--- src/hw/rtl/wmhp_pkg.sv ---
package wmhp_pkg;

    localparam int unsigned DEF_MAX_FRAME_BYTES = 8191;
    localparam int unsigned DEF_SSID_ELEMENT_ID = 0;

    localparam int unsigned BODY_W     = 13;
    localparam int unsigned OFFSET_W   = 13;
    localparam int unsigned ADDR_BYTES = 6;

    localparam logic [5:0] MGMT_HDR_BYTES      = 6'd24;
    localparam logic [5:0] FOUR_ADDR_HDR_BYTES = 6'd30;
    localparam logic [5:0] QOS_CTRL_BYTES      = 6'd2;

    localparam logic [3:0] FIXED_ASSOC_BYTES  = 4'd4;
    localparam logic [3:0] FIXED_BEACON_BYTES = 4'd12;

    localparam logic [1:0] TYPE_MGMT = 2'd0;
    localparam logic [1:0] TYPE_DATA = 2'd2;

    localparam logic [3:0] SUB_ASSOC_REQ = 4'd0;
    localparam logic [3:0] SUB_PROBE_REQ = 4'd4;
    localparam logic [3:0] SUB_PROBE_RSP = 4'd5;
    localparam logic [3:0] SUB_BEACON    = 4'd8;

    // first byte position of each address field within the header
    localparam logic [4:0] ADDR_BASE [4] = '{5'd4, 5'd10, 5'd16, 5'd24};

    typedef enum logic [2:0] {
        KIND_NONE      = 3'd0,
        KIND_ASSOC_REQ = 3'd1,
        KIND_PROBE_REQ = 3'd2,
        KIND_PROBE_RSP = 3'd3,
        KIND_BEACON    = 3'd4,
        KIND_DATA      = 3'd5
    } t_kind;

    typedef enum logic [3:0] {
        PH_ID        = 4'b0001,
        PH_SSID_LEN  = 4'b0010,
        PH_OTHER_LEN = 4'b0100,
        PH_SSID_CHAR = 4'b1000
    } t_phase;

    typedef struct packed {
        logic [7:0] data_byte;
        logic       frame_end;
    } t_in_item;

    typedef struct packed {
        logic [2:0]          frame_kind;
        logic [15:0]         frame_control;
        logic [47:0]         dest_address;
        logic [47:0]         source_address;
        logic [47:0]         bss_address;
        logic                bss_valid;
        logic [5:0]          header_length;
        logic [BODY_W-1:0]   body_length;
        logic                ssid_found;
        logic [OFFSET_W-1:0] ssid_offset;
        logic [7:0]          ssid_length;
        logic                header_complete;
    } t_result;

    typedef struct packed {
        logic [15:0]      ctrl;
        logic [3:0][47:0] addr;
    } t_frame_view;

    typedef struct packed {
        logic       hit;
        logic [7:0] len;
    } t_ssid_view;

    function automatic t_kind kind_of(input logic [15:0] ctrl);
        t_kind k;
        k = KIND_NONE;
        if (ctrl[3:2] == TYPE_DATA) begin
            k = KIND_DATA;
        end else if (ctrl[3:2] == TYPE_MGMT) begin
            unique case (ctrl[7:4])
                SUB_ASSOC_REQ: k = KIND_ASSOC_REQ;
                SUB_PROBE_REQ: k = KIND_PROBE_REQ;
                SUB_PROBE_RSP: k = KIND_PROBE_RSP;
                SUB_BEACON:    k = KIND_BEACON;
                default:       k = KIND_NONE;
            endcase
        end
        return k;
    endfunction

    function automatic logic is_mgmt(input t_kind k);
        return (k == KIND_ASSOC_REQ) || (k == KIND_PROBE_REQ) ||
               (k == KIND_PROBE_RSP) || (k == KIND_BEACON);
    endfunction

    function automatic logic [3:0] fixed_field_bytes(input t_kind k);
        logic [3:0] n;
        n = 4'd0;
        if (k == KIND_ASSOC_REQ) begin
            n = FIXED_ASSOC_BYTES;
        end else if ((k == KIND_PROBE_RSP) || (k == KIND_BEACON)) begin
            n = FIXED_BEACON_BYTES;
        end
        return n;
    endfunction

endpackage

--- src/hw/rtl/wmhp_ifs.sv ---
interface wmhp_in_if;
    import wmhp_pkg::*;

    logic     valid;
    logic     ready;
    t_in_item item;

    modport source (output valid, output item, input ready);
    modport sink   (input valid, input item, output ready);
endinterface

interface wmhp_out_if;
    import wmhp_pkg::*;

    logic    valid;
    logic    ready;
    t_result item;

    modport source (output valid, output item, input ready);
    modport sink   (input valid, input item, output ready);
endinterface

--- src/hw/rtl/wmhp_frame_track.sv ---
module wmhp_frame_track #(
    parameter int unsigned MAX_FRAME_BYTES = wmhp_pkg::DEF_MAX_FRAME_BYTES,
    localparam int unsigned POS_W = $clog2(MAX_FRAME_BYTES + 1)
) (
    input  logic                   i_clk,
    input  logic                   i_rst_n,
    input  logic                   i_step,
    input  wmhp_pkg::t_in_item     i_item,
    output logic [POS_W-1:0]       o_cur_pos,
    output logic                   o_in_range,
    output logic [POS_W-1:0]       o_upd_pos,
    output wmhp_pkg::t_frame_view  o_view
);
    import wmhp_pkg::*;

    localparam logic [POS_W-1:0] POS_MAX = POS_W'(MAX_FRAME_BYTES);

    logic [POS_W-1:0] r_pos, n_pos;
    logic [15:0]      r_ctrl, n_ctrl;
    logic [3:0][47:0] r_addr, n_addr;
    logic [3:0][2:0]  lane;
    logic             in_range;

    always_comb begin
        in_range = r_pos < POS_MAX;
        n_pos    = r_pos;
        n_ctrl   = r_ctrl;
        n_addr   = r_addr;
        for (int i = 0; i < 4; i++) begin
            lane[i] = 3'(r_pos - POS_W'(ADDR_BASE[i]));
        end
        if (i_step && in_range) begin
            n_pos = r_pos + 1'b1;
            if (r_pos == '0) begin
                n_ctrl[7:0] = i_item.data_byte;
            end else if (r_pos == POS_W'(1)) begin
                n_ctrl[15:8] = i_item.data_byte;
            end
            for (int i = 0; i < 4; i++) begin
                if ((r_pos >= POS_W'(ADDR_BASE[i])) &&
                    (r_pos < POS_W'(ADDR_BASE[i] + ADDR_BYTES))) begin
                    n_addr[i][{lane[i], 3'b000} +: 8] = i_item.data_byte;
                end
            end
        end
    end

    // the last byte of a frame leaves everything cleared for the next one
    always_ff @(posedge i_clk) begin
        if (!i_rst_n || (i_step && i_item.frame_end)) begin
            r_pos  <= '0;
            r_ctrl <= '0;
            r_addr <= '0;
        end else begin
            r_pos  <= n_pos;
            r_ctrl <= n_ctrl;
            r_addr <= n_addr;
        end
    end

    assign o_cur_pos   = r_pos;
    assign o_in_range  = in_range;
    assign o_upd_pos   = n_pos;
    assign o_view.ctrl = n_ctrl;
    assign o_view.addr = n_addr;
endmodule

--- src/hw/rtl/wmhp_ie_walk.sv ---
module wmhp_ie_walk #(
    parameter int unsigned MAX_FRAME_BYTES = wmhp_pkg::DEF_MAX_FRAME_BYTES,
    parameter int unsigned SSID_ELEMENT_ID = wmhp_pkg::DEF_SSID_ELEMENT_ID,
    localparam int unsigned POS_W = $clog2(MAX_FRAME_BYTES + 1)
) (
    input  logic                  i_clk,
    input  logic                  i_rst_n,
    input  logic                  i_step,
    input  wmhp_pkg::t_in_item    i_item,
    input  logic                  i_in_range,
    input  logic [POS_W-1:0]      i_cur_pos,
    input  logic [15:0]           i_ctrl,
    output logic [POS_W-1:0]      o_ssid_pos,
    output wmhp_pkg::t_ssid_view  o_ssid
);
    import wmhp_pkg::*;

    localparam int unsigned SUM_W = POS_W + 9;
    localparam logic [POS_W-1:0] POS_MAX = POS_W'(MAX_FRAME_BYTES);

    logic [POS_W-1:0] r_next, n_next;
    t_phase           r_phase, n_phase;
    logic             r_hit, n_hit;
    logic             r_active, n_active;
    logic [POS_W-1:0] r_spos, n_spos;
    logic [7:0]       r_slen, n_slen;
    logic [SUM_W-1:0] nx_sum;
    t_kind            kind;
    logic [7:0]       d;

    always_comb begin
        d        = i_item.data_byte;
        kind     = kind_of(i_ctrl);
        nx_sum   = SUM_W'(i_cur_pos) + SUM_W'(d) + SUM_W'(1);
        n_next   = r_next;
        n_phase  = r_phase;
        n_hit    = r_hit;
        n_active = r_active;
        n_spos   = r_spos;
        n_slen   = r_slen;
        if (i_step && i_in_range) begin
            if (i_cur_pos == POS_W'(1)) begin
                // first element sits right after the fixed fields
                n_next = POS_W'(MGMT_HDR_BYTES) + POS_W'(fixed_field_bytes(kind));
            end else if ((i_cur_pos >= POS_W'(2)) && r_active && is_mgmt(kind)) begin
                unique case (r_phase)
                    PH_ID: begin
                        if (i_cur_pos == r_next) begin
                            n_phase = (d == 8'(SSID_ELEMENT_ID)) ? PH_SSID_LEN : PH_OTHER_LEN;
                        end
                    end
                    PH_SSID_LEN: begin
                        if (d == 8'd0) begin
                            n_active = 1'b0;
                        end else begin
                            n_spos  = i_cur_pos + 1'b1;
                            n_slen  = d;
                            n_phase = PH_SSID_CHAR;
                        end
                    end
                    PH_OTHER_LEN: begin
                        n_next  = (nx_sum > SUM_W'(MAX_FRAME_BYTES)) ? POS_MAX
                                                                     : POS_W'(nx_sum);
                        n_phase = PH_ID;
                    end
                    PH_SSID_CHAR: begin
                        if (d != 8'd0) begin
                            n_hit = 1'b1;
                        end
                        n_active = 1'b0;
                    end
                    default: n_phase = r_phase;
                endcase
            end
        end
    end

    always_ff @(posedge i_clk) begin
        if (!i_rst_n || (i_step && i_item.frame_end)) begin
            r_next   <= '0;
            r_phase  <= PH_ID;
            r_hit    <= 1'b0;
            r_active <= 1'b1;
            r_spos   <= '0;
            r_slen   <= '0;
        end else begin
            r_next   <= n_next;
            r_phase  <= n_phase;
            r_hit    <= n_hit;
            r_active <= n_active;
            r_spos   <= n_spos;
            r_slen   <= n_slen;
        end
    end

    assign o_ssid_pos = n_spos;
    assign o_ssid.hit = n_hit;
    assign o_ssid.len = n_slen;
endmodule

--- src/hw/rtl/wmhp_summary.sv ---
module wmhp_summary #(
    parameter int unsigned MAX_FRAME_BYTES = wmhp_pkg::DEF_MAX_FRAME_BYTES,
    localparam int unsigned POS_W = $clog2(MAX_FRAME_BYTES + 1)
) (
    input  logic [POS_W-1:0]      i_pos,
    input  wmhp_pkg::t_frame_view i_view,
    input  logic [POS_W-1:0]      i_ssid_pos,
    input  wmhp_pkg::t_ssid_view  i_ssid,
    output wmhp_pkg::t_result     o_result
);
    import wmhp_pkg::*;

    t_kind            kind;
    logic [1:0]       ds;
    logic [47:0]      da, sa, bss;
    logic             bvalid, found, complete;
    logic [5:0]       hlen;
    logic [POS_W-1:0] body;

    always_comb begin
        kind   = kind_of(i_view.ctrl);
        ds     = {i_view.ctrl[8], i_view.ctrl[9]};
        da     = '0;
        sa     = '0;
        bss    = '0;
        bvalid = 1'b0;
        hlen   = MGMT_HDR_BYTES;
        found  = 1'b0;
        if (is_mgmt(kind)) begin
            da     = i_view.addr[0];
            sa     = i_view.addr[1];
            bss    = i_view.addr[2];
            bvalid = 1'b1;
            found  = i_ssid.hit;
        end else if (kind == KIND_DATA) begin
            // ds is {tods, fromds}
            unique case (ds)
                2'b00: begin
                    da = i_view.addr[0]; sa = i_view.addr[1];
                    bss = i_view.addr[2]; bvalid = 1'b1;
                end
                2'b01: begin
                    da = i_view.addr[0]; sa = i_view.addr[2];
                    bss = i_view.addr[1]; bvalid = 1'b1;
                end
                2'b10: begin
                    da = i_view.addr[2]; sa = i_view.addr[1];
                    bss = i_view.addr[0]; bvalid = 1'b1;
                end
                default: begin
                    da = i_view.addr[2]; sa = i_view.addr[3];
                    hlen = FOUR_ADDR_HDR_BYTES;
                end
            endcase
            // subtype bit 3 marks qos data
            if (i_view.ctrl[7]) begin
                hlen = hlen + QOS_CTRL_BYTES;
            end
        end
        complete = i_pos >= POS_W'(hlen);
        body     = complete ? (i_pos - POS_W'(hlen)) : '0;

        o_result.frame_kind      = 3'(kind);
        o_result.frame_control   = i_view.ctrl;
        o_result.dest_address    = da;
        o_result.source_address  = sa;
        o_result.bss_address     = bss;
        o_result.bss_valid       = bvalid;
        o_result.header_length   = hlen;
        o_result.body_length     = BODY_W'(body);
        o_result.ssid_found      = found;
        o_result.ssid_offset     = found ? OFFSET_W'(i_ssid_pos) : '0;
        o_result.ssid_length     = found ? i_ssid.len : '0;
        o_result.header_complete = complete;
    end
endmodule

--- src/hw/rtl/wifi_mac_header_parser.sv ---
// channel  dir  payload                                  transfer
// i_in     in   data_byte, frame_end                     valid & ready
// o_out    out  frame summary (kind, addresses, lengths,  valid & ready
//               ssid position, header_complete)
//
// one byte per cycle sustained unless a held result stalls input; each byte is held in the
// input register, and the summary of a frame is loaded into the result register at the edge
// where its last byte leaves the input register.
// reset (synchronous, active low) clears the frame state and both valid flags.
// a held result stalls input only when the next final byte must be summarised;
// other bytes keep flowing while the result waits.
module wifi_mac_header_parser #(
    parameter int unsigned MAX_FRAME_BYTES = wmhp_pkg::DEF_MAX_FRAME_BYTES,
    parameter int unsigned SSID_ELEMENT_ID = wmhp_pkg::DEF_SSID_ELEMENT_ID
) (
    input  logic              i_clk,
    input  logic              i_rst_n,
    wmhp_in_if.sink           i_in,
    wmhp_out_if.source        o_out
);
    import wmhp_pkg::*;

    localparam int unsigned POS_W = $clog2(MAX_FRAME_BYTES + 1);

    logic             r_s1_valid;
    t_in_item         r_s1_item;
    logic             r_out_valid;
    t_result          r_out_item;
    logic             s1_adv;
    logic [POS_W-1:0] cur_pos, upd_pos, ssid_pos;
    logic             in_range;
    t_frame_view      view;
    t_ssid_view       ssid;
    t_result          result;

    assign s1_adv     = r_s1_valid && (!r_s1_item.frame_end || !r_out_valid || o_out.ready);
    assign i_in.ready = !r_s1_valid || s1_adv;

    always_ff @(posedge i_clk) begin
        if (!i_rst_n) begin
            r_s1_valid <= 1'b0;
        end else if (i_in.ready) begin
            r_s1_valid <= i_in.valid;
        end
    end

    always_ff @(posedge i_clk) begin
        if (i_in.valid && i_in.ready) begin
            r_s1_item <= i_in.item;
        end
    end

    wmhp_frame_track #(
        .MAX_FRAME_BYTES(MAX_FRAME_BYTES)
    ) u_track (
        .i_clk      (i_clk),
        .i_rst_n    (i_rst_n),
        .i_step     (s1_adv),
        .i_item     (r_s1_item),
        .o_cur_pos  (cur_pos),
        .o_in_range (in_range),
        .o_upd_pos  (upd_pos),
        .o_view     (view)
    );

    wmhp_ie_walk #(
        .MAX_FRAME_BYTES(MAX_FRAME_BYTES),
        .SSID_ELEMENT_ID(SSID_ELEMENT_ID)
    ) u_walk (
        .i_clk      (i_clk),
        .i_rst_n    (i_rst_n),
        .i_step     (s1_adv),
        .i_item     (r_s1_item),
        .i_in_range (in_range),
        .i_cur_pos  (cur_pos),
        .i_ctrl     (view.ctrl),
        .o_ssid_pos (ssid_pos),
        .o_ssid     (ssid)
    );

    wmhp_summary #(
        .MAX_FRAME_BYTES(MAX_FRAME_BYTES)
    ) u_summary (
        .i_pos      (upd_pos),
        .i_view     (view),
        .i_ssid_pos (ssid_pos),
        .i_ssid     (ssid),
        .o_result   (result)
    );

    always_ff @(posedge i_clk) begin
        if (!i_rst_n) begin
            r_out_valid <= 1'b0;
        end else if (s1_adv && r_s1_item.frame_end) begin
            r_out_valid <= 1'b1;
        end else if (o_out.ready) begin
            r_out_valid <= 1'b0;
        end
    end

    always_ff @(posedge i_clk) begin
        if (s1_adv && r_s1_item.frame_end) begin
            r_out_item <= result;
        end
    end

    assign o_out.valid = r_out_valid;
    assign o_out.item  = r_out_item;

    a_end_gives_result: assert property (@(posedge i_clk) disable iff (!i_rst_n)
        s1_adv && r_s1_item.frame_end |=> o_out.valid)
        else $error("final byte did not produce a summary");

    a_hlen_legal: assert property (@(posedge i_clk) disable iff (!i_rst_n)
        o_out.valid |-> (o_out.item.header_length == 6'd24) ||
                        (o_out.item.header_length == 6'd26) ||
                        (o_out.item.header_length == 6'd30) ||
                        (o_out.item.header_length == 6'd32))
        else $error("illegal header length");

    a_ssid_mgmt_only: assert property (@(posedge i_clk) disable iff (!i_rst_n)
        o_out.valid && o_out.item.ssid_found |->
            (o_out.item.frame_kind != 3'(KIND_NONE)) &&
            (o_out.item.frame_kind != 3'(KIND_DATA)))
        else $error("ssid reported for a non-management frame");

    a_short_no_body: assert property (@(posedge i_clk) disable iff (!i_rst_n)
        o_out.valid && !o_out.item.header_complete |-> o_out.item.body_length == '0)
        else $error("body length on an incomplete header");
endmodule
--- src/flat_wrapper.sv ---
// flat-port wrapper written by rule: the top's interface ports become plain ports
module wifi_mac_header_parser_flat import wmhp_pkg::*;
#(
    parameter int unsigned MAX_FRAME_BYTES = wmhp_pkg::DEF_MAX_FRAME_BYTES,
    parameter int unsigned SSID_ELEMENT_ID = wmhp_pkg::DEF_SSID_ELEMENT_ID
)
  (i_clk, i_rst_n, i_in_valid, i_in_item, i_in_ready, o_out_valid, o_out_item, o_out_ready);
  wmhp_in_if i_in_i ();
  wmhp_out_if o_out_i ();
  input  logic i_clk;
  input  logic i_rst_n;
  input wire logic [$bits(i_in_i.valid)-1:0] i_in_valid;
  input wire logic [$bits(i_in_i.item)-1:0] i_in_item;
  output wire logic [$bits(i_in_i.ready)-1:0] i_in_ready;
  output wire logic [$bits(o_out_i.valid)-1:0] o_out_valid;
  output wire logic [$bits(o_out_i.item)-1:0] o_out_item;
  input wire logic [$bits(o_out_i.ready)-1:0] o_out_ready;
  assign i_in_i.valid = i_in_valid;
  assign i_in_i.item = i_in_item;
  assign i_in_ready = i_in_i.ready;
  assign o_out_valid = o_out_i.valid;
  assign o_out_item = o_out_i.item;
  assign o_out_i.ready = o_out_ready;
  wifi_mac_header_parser #(.MAX_FRAME_BYTES(MAX_FRAME_BYTES), .SSID_ELEMENT_ID(SSID_ELEMENT_ID)) u_core (.i_clk(i_clk), .i_rst_n(i_rst_n), .i_in(i_in_i), .o_out(o_out_i));
endmodule
--- config.mk ---
export PLATFORM = sky130hd
export DESIGN_NAME = wifi_mac_header_parser_flat
export DESIGN_NICKNAME = d
export VERILOG_FILES = /design/src/hw/rtl/wmhp_pkg.sv /design/src/hw/rtl/wmhp_ifs.sv /design/src/hw/rtl/wmhp_frame_track.sv /design/src/hw/rtl/wmhp_ie_walk.sv /design/src/hw/rtl/wmhp_summary.sv /design/src/hw/rtl/wifi_mac_header_parser.sv /design/src/flat_wrapper.sv
export SDC_FILE = /design/constraint.sdc
export NUM_CORES = 1
export LEC_CHECK = 0
export BUFFER_PORTS_ARGS = -buffer_cell sky130_fd_sc_hd__buf_4
export CORE_ASPECT_RATIO = 1.4
export CORE_UTILIZATION = 45
export CTS_CLUSTER_DIAMETER = 30
export CTS_CLUSTER_SIZE = 14
export DETAILED_ROUTE_END_ITERATION = 8
export PLACE_DENSITY_LB_ADDON = 0.1
export REMOVE_ABC_BUFFERS = 1
export SETUP_SLACK_MARGIN = 0.02
export SYNTH_ARGS = -nofsm -noshare
export SYNTH_HDL_FRONTEND = slang
export SYNTH_SLANG_ARGS = --single-unit
--- constraint.sdc ---
create_clock -name i_clk -period 10.9 [get_ports i_clk]
set_clock_uncertainty 0.2 [all_clocks]
set_input_delay 0.545 -clock i_clk [delete_from_list [all_inputs] [get_ports i_clk]]
set_output_delay 0.545 -clock i_clk [all_outputs]
set_load 0.05 [all_outputs]
==> flow_metrics.tcl <==
set metrics [dict create \
    synthesis.area_um2 22000 \
    worst-setup-path-type "register to register" \
    synth.top_cell.area_share 0.291 \
    insertion_delay_ns 0.59 \
    pre_cts_slack_ns 5.38 \
    final_net_count 2378 \
    outcome "finished, final reports clean" \
    synth-async-reset-ratio 0 \
    final_critical_path_setup_slack_ns 5.35 \
    hold-path-endpoint "u_core.o_out.valid$_SDFFE_PN0P_" \
    synth.top_cells.by_count "nor2_1 (402), dfxtp_1 (263), edfxtp_1 (213)" \
    grt_use_total 0.268 \
    fin_worst_hold_slack_ns 0.0346 \
    route.vias.total 17200 \
    power_per_cell_area_nw_per_um2 178 \
    antenna_cells_inserted 0 \
    syn_avg_cell_area_um2 10.3 \
    achievable-frequency_ghz 0.180 \
    tritoncts "yes" \
    ctsHtreeMaxLevel 3 \
    max-cap-violations 0 \
    initialDrtViolationCount 1110 \
    worst_min_delay_path_category "input port to register" \
    drt_drc_violations_left 0 \
    holdPathStages 2 \
    place.gp.congestion 0.902 \
    placementRows 95 \
    max-vdd-ir-drop_mv 0.127 \
    wl_per_cell_um 22.1 \
    grt_remaining_overflow 0 \
    first_pass_iters 5 \
    finish.cell_count_without_fillers 3035 \
    core_region_area_um2 48100 \
    antenna_found_initial 1 \
    flow.area_growth_from_synthesis_pct 23.7 \
    finish_stage_setup_viols 0 \
    die_area_um2 49700 \
    worst_hold_startpoint "i_rst_n" \
    die_x_um 189 \
    r2r_setup_slack_ns 5.35 \
    cts.clk_slew.worst_paths_ns 0.05 \
    grt_first_pass_wirelength_mm 102 \
    power.leakage_nw 10.1 \
    via_per_inst 5.68 \
    cp_data_required_time_ns 10.99 \
    synth_largest_area_cell "edfxtp_1" \
    hpwlAfterDp_mm 41.2 \
    netlist_instances 2137 \
    synth_enable_flop_cells 213 \
    synth.yosys.warnings 0 \
    place.detailed.instances 2865 \
    die_h_um 264 \
    io_buffer_count 219 \
    synthTopCellsByArea "edfxtp_1 (29%), dfxtp_1 (24%), mux2i_1 (7.5%)" \
    rsz0062_at_grt "false" \
    synth.ff_latch_count 476 \
    end_kind "register" \
    worstReg2RegEnd "u_core.o_out.item[95]$_DFFE_PP_" \
    cts_root_buffer "clkbuf_16" \
    final_hold_viol_count 0 \
    worst-endpoint-arrival_ns 5.64 \
    dominantRegCellSynth "dfxtp_1" \
    worst-slew-pin-transition_ns 1.25 \
    crit_path_start_kind "register" \
    slew_headroom 0.165 \
    critPathMaxFanout 87 \
    grt_max_degree 221 \
    finalWirelength_mm 67.1 \
    top_level_ports 221 \
    post-route-min-period_ns 5.55 \
    cts_sinks 476 \
    clk_path_buf_depth 3 \
    finalMaxSlewViolations 0 \
    numCtsBuffers 86 \
    r2r.worst_path.cells 11 \
    starting_utilization_of_the_core_area 0.457 \
    synth_most_common_cell "nor2_1" \
    netlist-cell-type-count 75 \
    drive_gt1_frac 0.212 \
    layout_worst_path_cycle_share 0.509 \
    drt.antenna.violating_nets 0 \
    yosysSeqAreaShare 0.531 \
    rr_startpoint "u_core.u_track.o_cur_pos[1]$_SDFF_PP0_" \
    grt_pass1_vias 17300 \
]
-- layout by cell type (no fill, tap or decap), drive strengths merged, types with 7 or more instances in the layout --
master,instances
o21ai,41
mux2,55
and2,96
a211oi,8
o22a,48
o31ai,7
nand4,8
a221oi,15
and3,10
clkinv,33
o32ai,11
nand3,31
nand2b,11
a31oi,17
nand3b,10
xor2,26
o22ai,119
nor4,20
nor2,404
clkinvlp,11
mux2i,165
nand2,92
ha,31
clkbuf,97
dlygate4sd3,9
edfxtp,213
nor3,36
a21oi,72
dfxtp,263
xnor2,21
inv,46
or3,17
nor2b,31
buf,256
-- worst max-delay path by stage --
stage,from,end,slack (ns)
after floorplan,u_core.o_out.valid$_SDFFE_PN0P_,u_core.u_walk.r_next[2]$_SDFFE_PP0P_,-3.17
after global placement,u_core.u_track.o_cur_pos[1]$_SDFF_PP0_,u_core.o_out.item[95]$_DFFE_PP_,5.44
after detailed placement,u_core.u_track.o_cur_pos[1]$_SDFF_PP0_,u_core.o_out.item[95]$_DFFE_PP_,5.38
after CTS,u_core.u_track.o_cur_pos[1]$_SDFF_PP0_,u_core.o_out.item[95]$_DFFE_PP_,5.35
after global routing,u_core.u_track.o_cur_pos[1]$_SDFF_PP0_,u_core.o_out.item[95]$_DFFE_PP_,5.08
final,u_core.u_track.o_cur_pos[1]$_SDFF_PP0_,u_core.o_out.item[95]$_DFFE_PP_,5.35
-- power breakdown --
group	switching [mW]	total [mW]	internal [mW]
registers	0.0114	1.90	1.88
logic	0.239	0.309	0.0702
clock network	0.956	2.63	1.68
-- sequential cells by signal, summed over array words and instances (netlist names), 4 cells and up --
register / flops
u_core.u_track.r_ctrl: 16
u_core.r_s1_item: 9
u_core.u_walk.r_slen: 8
u_core.u_track.r_addr: 192
u_core.u_track.o_cur_pos: 13
u_core.u_walk.r_spos: 13
u_core.o_out.item: 204
u_core.u_walk.r_next: 13
u_core.u_walk.r_phase: 4
-- critical path: stages, from the launching register on --
cell and delay (ns):
dfxtp_1 0.65, ha_1 0.33, nand3_1 0.16, nor4_4 0.60
nor4_4 0.12, mux2i_4 0.40, buf_4 0.40, clkinv_2 0.23
buf_4 0.85, nand3_1 0.20, a2111oi_0 0.84, o22ai_1 0.19
-- cell type report --
type	instances	area (um2)
Fill cell	4181	21000
Sequential cell	476	11700
Multi-Input combinational cell	1471	9670
Clock buffer	97	2290
Timing Repair Buffer	265	2040
Tap cell	630	788
Clock inverter	64	621
Inverter	32	121
-- cells by family (layout without fill, tap and decap cells) --
group	after synthesis	in the layout	synth area share
AO/OA/AOI/OAI	372	372	0.112
XOR/XNOR	47	47	0.0187
adder cells (fa/ha/maj)	33	33	0.0195
buffers and inverters	190	458	0.0357
flip-flops	476	476	0.531
multiplexers	220	220	0.103
other	1	1	0.000171
AND/OR/NAND/NOR	798	798	0.180
-- per-layer routing --
metal,track usage,share of wire,vias to the layer above
li1,-,-,8074
met3,0.0384,0.051,148
met1,0.321,0.40,8410
met4,0.122,0.038,0
met5,0,0,-
met2,0.470,0.51,610
-- stage by stage --
stage	instance area (um2)	TNS [ns]	utilization	power, mW
after CTS	27200	0	0.565	4.87
final	27200	0	0.565	4.84
after floorplan	21300	-132.27	-	2.11
after global routing	27200	0	0.565	4.97
after detailed placement	24200	0	0.503	2.24
after global placement	24200	0	0.503	2.23
-- repair_timing --
action,4_1_cts,5_1_grt
buffers inserted,0,0
endpoints found under the hold margin,9,0
hold buffers,9,0
gates resized for setup,0,0
Note: power is estimated with default switching activity, not from simulation.
